### src/hw/rtl/stif_pkg.sv
// ----------------------------------------------------------------------------
// stif_pkg: shared types, constants and arithmetic helpers
// Field widths, register indexes, reset values and the Q4.12 helpers used by
// the stereo sparse-tap IIR filter and its multiply-accumulate unit.
// ----------------------------------------------------------------------------
`timescale 1ns / 1ps

package stif_pkg;

	// Sample and register layout
	localparam int SAMPLE_W   = 16;
	localparam int GAIN_W     = 16;
	localparam int WEIGHT_W   = 16;
	localparam int DELAY_W    = 12;
	localparam int TAP_W      = 28;
	localparam int FRAC_W     = 12;
	localparam int FRAME_W    = 2 * SAMPLE_W;

	// Configuration port
	localparam int CFG_INDEX_W = 4;
	localparam int CFG_DATA_W  = 28;
	localparam int FF_REGS     = 4;
	localparam int FB_REGS     = 3;
	localparam int TAP_REGS    = FF_REGS + FB_REGS;
	localparam int TAP_SEL_W   = 3;

	localparam logic [CFG_INDEX_W-1:0] REG_INPUT_GAIN = 4'd0;
	localparam logic [CFG_INDEX_W-1:0] REG_FF_TAP0    = 4'd1;
	localparam logic [CFG_INDEX_W-1:0] REG_FB_TAP0    = 4'd5;
	localparam logic [CFG_INDEX_W-1:0] REG_COUNT      = 4'd8;

	localparam logic [GAIN_W-1:0] GAIN_RESET   = 16'd4096;
	localparam logic [TAP_W-1:0]  FF_TAP0_RESET = 28'd4096;
	localparam logic [TAP_W-1:0]  FF_TAP_RESET  = 28'd0;
	localparam logic [TAP_W-1:0]  FB_TAP_RESET  = 28'd65536;

	// Parameter defaults
	localparam int RING_FRAMES_DEF = 4096;
	localparam int NUM_FF_TAPS_DEF = 4;
	localparam int NUM_FB_TAPS_DEF = 3;

	// Multiplier operands: 16-bit sample times 17-bit signed factor
	localparam int FACTOR_W = GAIN_W + 1;
	localparam int PROD_W   = SAMPLE_W + FACTOR_W;
	localparam int TERM_W   = PROD_W - FRAC_W;
	localparam int ACC_W    = 24;

	localparam logic signed [PROD_W-1:0] ROUND_BIAS = (1 << FRAC_W) - 1;
	localparam logic signed [ACC_W-1:0]  SAT_MAX    = (1 << (SAMPLE_W - 1)) - 1;
	localparam logic signed [ACC_W-1:0]  SAT_MIN    = -(1 << (SAMPLE_W - 1));

	// Control of the shared multiply-accumulate unit
	typedef struct packed {
		logic clr;   // zero the accumulators
		logic mul;   // register a new product pair
		logic acc;   // add that product pair next cycle
	} mac_ctl_t;

	// Divide a Q4.12 product by 4096, truncating toward zero
	function automatic logic signed [TERM_W-1:0] trunc_q12(input logic signed [PROD_W-1:0] p);
		logic signed [PROD_W-1:0] adj;
		adj = p + (p[PROD_W-1] ? ROUND_BIAS : '0);
		return adj[PROD_W-1:FRAC_W];
	endfunction

	// Clamp to the 16-bit sample range
	function automatic logic signed [SAMPLE_W-1:0] sat16(input logic signed [ACC_W-1:0] v);
		logic signed [SAMPLE_W-1:0] r;
		if (v > SAT_MAX) begin
			r = SAT_MAX[SAMPLE_W-1:0];
		end else if (v < SAT_MIN) begin
			r = SAT_MIN[SAMPLE_W-1:0];
		end else begin
			r = v[SAMPLE_W-1:0];
		end
		return r;
	endfunction

	// Number of compare-subtract steps that bring a delay below the ring size
	function automatic int red_steps(input int n);
		int k;
		int s;
		k = 0;
		for (s = 0; s <= DELAY_W; s++) begin
			if ((n << k) < (1 << DELAY_W)) begin
				k++;
			end
		end
		return k;
	endfunction

endpackage

### src/hw/rtl/stif_mac.sv
// ----------------------------------------------------------------------------
// stif_mac: shared stereo multiply-accumulate unit
// Two 16x17 multipliers, Q4.12 truncation toward zero and 24-bit accumulators.
// ----------------------------------------------------------------------------
`timescale 1ns / 1ps

module stif_mac (
	input  logic                                 clk,
	input  logic                                 arst_n,
	input  stif_pkg::mac_ctl_t                   ctl,
	input  logic signed [stif_pkg::SAMPLE_W-1:0] a_l,
	input  logic signed [stif_pkg::SAMPLE_W-1:0] a_r,
	input  logic signed [stif_pkg::FACTOR_W-1:0] b,
	output logic signed [stif_pkg::SAMPLE_W-1:0] scaled_l,
	output logic signed [stif_pkg::SAMPLE_W-1:0] scaled_r,
	output logic signed [stif_pkg::SAMPLE_W-1:0] sum_l,
	output logic signed [stif_pkg::SAMPLE_W-1:0] sum_r
);

	logic signed [stif_pkg::PROD_W-1:0] prod_l_s1;
	logic signed [stif_pkg::PROD_W-1:0] prod_r_s1;
	logic                               acc_s1;
	logic signed [stif_pkg::TERM_W-1:0] term_l;
	logic signed [stif_pkg::TERM_W-1:0] term_r;
	logic signed [stif_pkg::ACC_W-1:0]  acc_l_q;
	logic signed [stif_pkg::ACC_W-1:0]  acc_r_q;

	always_ff @(posedge clk) begin
		if (ctl.mul) begin
			prod_l_s1 <= a_l * b;
			prod_r_s1 <= a_r * b;
		end
	end

	assign term_l = stif_pkg::trunc_q12(prod_l_s1);
	assign term_r = stif_pkg::trunc_q12(prod_r_s1);

	always_ff @(posedge clk or negedge arst_n) begin
		if (!arst_n) begin
			acc_s1  <= 1'b0;
			acc_l_q <= '0;
			acc_r_q <= '0;
		end else begin
			acc_s1 <= ctl.mul && ctl.acc;
			if (ctl.clr) begin
				acc_l_q <= '0;
				acc_r_q <= '0;
			end else if (acc_s1) begin
				acc_l_q <= acc_l_q + stif_pkg::ACC_W'(term_l);
				acc_r_q <= acc_r_q + stif_pkg::ACC_W'(term_r);
			end
		end
	end

	assign scaled_l = stif_pkg::sat16(stif_pkg::ACC_W'(term_l));
	assign scaled_r = stif_pkg::sat16(stif_pkg::ACC_W'(term_r));
	assign sum_l    = stif_pkg::sat16(acc_l_q);
	assign sum_r    = stif_pkg::sat16(acc_r_q);

endmodule

### config.mk
export PLATFORM = sky130hd
export DESIGN_NAME = stif_mac
export DESIGN_NICKNAME = d
export VERILOG_FILES = /design/src/hw/rtl/stif_pkg.sv /design/src/hw/rtl/stif_mac.sv
export SDC_FILE = /design/constraint.sdc
export NUM_CORES = 2
export LEC_CHECK = 0
export ABC_CLOCK_PERIOD_IN_PS = 5400
export BUFFER_PORTS_ARGS = -buffer_cell sky130_fd_sc_hd__buf_2
export CORE_MARGIN = 2
export CORE_UTILIZATION = 45
export CTS_CLUSTER_SIZE = 30
export DETAILED_ROUTE_END_ITERATION = 8
export PLACE_DENSITY = 0.6
export REMOVE_ABC_BUFFERS = 1
export SLEW_MARGIN = 20
export SYNTH_ARGS = -nofsm -noshare
export SYNTH_HDL_FRONTEND = slang
export SYNTH_SLANG_ARGS = --single-unit
export TNS_END_PERCENT = 10
### constraint.sdc
create_clock -name clk -period 5.4 [get_ports clk]
set_clock_uncertainty 0.2 [all_clocks]
set_input_delay 1.08 -clock clk [delete_from_list [all_inputs] [get_ports clk]]
set_output_delay 1.08 -clock clk [all_outputs]
set_load 0.02 [all_outputs]
==> results.toml <==
[critical_path]
cp-start-kind = "primary input"
timing.critical_path.cells = "buf_6, buf_4, and2_1, fa_1, inv_1, fa_1, fa_1, inv_2, fa_1, fa_1, inv_1, fa_1, inv_1, ha_4, and3_1, a211o_1, a31oi_1, buf_4, buf_6, o211ai_1, a21o_1, a21oi_2, xnor2_2"
timing.setup.critical_path_class = "in -> reg"
data_arrival_time_at_the_worst_slack_endpoint_ns = 6.56
cp.required_ns = 5.40
crit_path_max_fanout = 7
crit_path_end_kind = "register"
critical-path-top-cell-by-count = "sky130_fd_sc_hd__fa_1"
crit_path_slowest_cell = "sky130_fd_sc_hd__fa_1"
cpPeakStageDelay_ns = 0.55

[finish]
layoutNonFillerInstCount = 4382
area_occupied_by_multi_input_gates_um2 = 23200
antenna_cells_inserted = 0
final.fill_count = 5626
ff_latch_area_um2 = 3210
layout-drive-gt1-share_pct = 21.5
flow.area_growth_from_synthesis_pct = 22.9
num-nets-final = 4367

[die]
chipWidth_um = 255
fp.coreArea_um2 = 62700
site_rows = 92
die_height_um = 255
overall_die_area_um2 = 65200
floorplan.initialDensity_pct = 45.3
io-pin-count = 118

[placed_design]
hpwl_after_detailed_placement_um = 61000
placedCellCount = 4309
gpl.final_weighted_congestion = 0.922
placement.io_buffers = 117

[clock_network]
clkTransAtPathRegs_ns = 0.06
cts.root.buffer_cell = "sky130_fd_sc_hd__clkbuf_16"
tritoncts.num_buffers = 17
cts_buffer_depth = 2
number_of_buffers_inserted_for_hold_repair_after_clock_tree_synthesis = 0
cts_sinks = 115
cts_tree = "done"
clk-insertion-delay-late_ns = 0.45
ctsHtreeMaxLevel = 4

[route]
route.detailed.drc = 0
firstDrtPassIters = 7
postRouteWirelength_um = 73500
wire_per_inst_um = 16.8
detail-route-antenna-nets = 0
routed-via-count = 22541
vias_per_cell = 5.14
detailedRoute.firstIterationViolations = 1257

[sta]
slew_headroom_pct = 30.4
setup_slack_ns = -1.16
fmaxAchievable_mhz = 152
layout_worst_path_cycle_share_pct = 122
drv_slew = 0
grt_setup_unrepaired = "true"
timing_worst_slew_pin_value_ns = 1.04
period_minus_slack_ns = 6.56
final-setup-viol-count = 42
hold_ws_ns = 0.360
finalHoldViolations = 0

[yosys]
synth-seq-area-share_pct = 11.3
yosys_warnings = 0
leading_cell_types_by_total_area_after_synthesis = "sky130_fd_sc_hd__fa_1 39%, sky130_fd_sc_hd__ha_1 10%, sky130_fd_sc_hd__inv_1 8.5%"
ys_top_cells_by_count = "644 x sky130_fd_sc_hd__inv_1, 554 x sky130_fd_sc_hd__fa_1, 324 x sky130_fd_sc_hd__nand2_1, 267 x sky130_fd_sc_hd__and2_1, 236 x sky130_fd_sc_hd__ha_1"
synth_register_bits = 115
synth_cell_types = 77
yosysMostFrequentCell = "sky130_fd_sc_hd__inv_1"
syn-instance-count = 3088
synthDominantAreaCellType = "sky130_fd_sc_hd__fa_1"
ys.flop_type = "sky130_fd_sc_hd__edfxtp_1"
postSynthAreaPerCell_um2 = 9.21
syn_area_um2 = 28400
proportion_of_synthesized_flip_flops_having_asynchronous_set_or_reset_pct = 42.6
post-synth-top-area-fraction_pct = 39.0
number_of_flops_mapped_to_enable_cells_by_yosys = 66

[grt]
grt_first_pass_wirelength_um = 123000
grt.total_usage_pct = 23.4
grt_pass1_vias = 24705
grt_start_max_net_pins = 50
grt-ovfl-total = 0
antenna_found_initial = 0

[run]
max-cap-violations = 0

[run_status]
violations = "negative setup slack"
outcome = "finished with violations"

[hold_path]
hold_path.class = "reg -> reg"
==> per-stage QoR <==
stage	area [um2]	util, %	worst slack (ns)	TNS [ns]
after floorplan	28000	-	-1.66	-35.92
after detailed placement	32600	51.9	-2.14	-68.84
final	35000	55.7	-1.16	-31.53
after global placement	32600	51.9	-2.08	-65.87
after CTS	34300	54.6	-1.13	-32.84
after global routing	35000	55.7	-1.30	-38.58
==> sequential cells by signal, summed over array words and instances (netlist names) <==
signal and flops:
acc_r_q 24, acc_s1 1, acc_l_q 24, prod_l_s1 33, prod_r_s1 33
==> worst paths after layout <==
kind,start,end,slack [ns],cells past startpoint
setup / recovery,b[8],prod_l_s1[26]$_DFFE_PP_,-1.16,23
hold / removal,acc_l_q[10]$_DFFE_PN0P_,acc_l_q[10]$_DFFE_PN0P_,0.36,2
setup reg to reg,prod_r_s1[32]$_DFFE_PP_,acc_r_q[23]$_DFFE_PN0P_,0.14,21
hold reg to reg,acc_l_q[10]$_DFFE_PN0P_,acc_l_q[10]$_DFFE_PN0P_,0.36,2
max in group asynchronous,arst_n,acc_s1$_DFF_PN0_,3.90,2
min in group asynchronous,arst_n,acc_r_q[9]$_DFFE_PN0P_,0.55,2
==> logic make-up (layout without fill, tap and decap cells) <==
family,after synthesis,in the layout,share of synthesized area [%]
and+or+nand+nor,873,873,15.1
adders and majority gates,790,790,49.4
buffers and inverters,759,1207,10.1
AOI/OAI and AO/OA,385,385,8.94
xor gates and xnor gates,142,142,4.37
DFF,115,115,11.3
muxes,24,24,0.853
==> metal layers <==
metal	share of wire (%)	track usage [%]	vias up
li1	-	-	10440
met1	45	32.4	11507
met2	49	39.7	532
met3	4.9	2.52	62
met4	1.4	5.21	0
met5	0	0	-
==> what timing repair did <==
action | in CTS | in global routing
cloned | 1 | 1
buffers inserted | 35 | 17
gates resized for setup | 221 | 142
pin swaps | 104 | 92
setup endpoints to repair | 44 | 72
==> cell usage in the layout (no fill, tap or decap), types with 11 or more instances in the layout <==
cell type and count:
sky130_fd_sc_hd__o21ai_2 13, sky130_fd_sc_hd__edfxtp_1 66, sky130_fd_sc_hd__o21a_1 43, sky130_fd_sc_hd__a31oi_1 11
sky130_fd_sc_hd__dfrtp_1 48, sky130_fd_sc_hd__xnor2_1 93, sky130_fd_sc_hd__and2_4 21, sky130_fd_sc_hd__o211ai_1 14
sky130_fd_sc_hd__nand3_1 31, sky130_fd_sc_hd__fa_1 533, sky130_fd_sc_hd__a21oi_1 80, sky130_fd_sc_hd__inv_1 625
sky130_fd_sc_hd__buf_2 80, sky130_fd_sc_hd__inv_2 18, sky130_fd_sc_hd__a21o_1 37, sky130_fd_sc_hd__buf_4 367
sky130_fd_sc_hd__nor3_1 18, sky130_fd_sc_hd__and2_1 246, sky130_fd_sc_hd__nand2b_1 19, sky130_fd_sc_hd__a211oi_1 15
sky130_fd_sc_hd__nand4_1 17, sky130_fd_sc_hd__a21oi_2 16, sky130_fd_sc_hd__buf_8 13, sky130_fd_sc_hd__o21ai_1 23
sky130_fd_sc_hd__buf_12 22, sky130_fd_sc_hd__clkbuf_16 21, sky130_fd_sc_hd__ha_4 18, sky130_fd_sc_hd__ha_1 213
sky130_fd_sc_hd__o21ai_0 44, sky130_fd_sc_hd__xor2_1 44, sky130_fd_sc_hd__fa_2 21, sky130_fd_sc_hd__nand2_1 315
sky130_fd_sc_hd__buf_6 39, sky130_fd_sc_hd__nor2_1 118, sky130_fd_sc_hd__mux2i_1 22
==> final cells by class <==
type,instances,share of cell area [%]
Clock buffer,28,1.72
Clock inverter,4,0.0716
Inverter,645,6.94
Multi-Input combinational cell,2214,66.5
Sequential cell,115,9.18
Tap cell,846,3.03
Timing Repair Buffer,530,12.6
==> worst max-delay path: cells and delay by family <==
| kind | cells | cell delay [ns] |
|---|---|---|
| compound gates | 5 | 1.10 |
| simple gates | 2 | 0.34 |
| fa+ha+maj | 7 | 3.15 |
| xor+xnor | 1 | 0.09 |
| buf+inv | 8 | 0.80 |
Power is left out: the tool's default activity adds up to more than one toggle a clock period on the data nets, which glitch-free logic cannot reach.
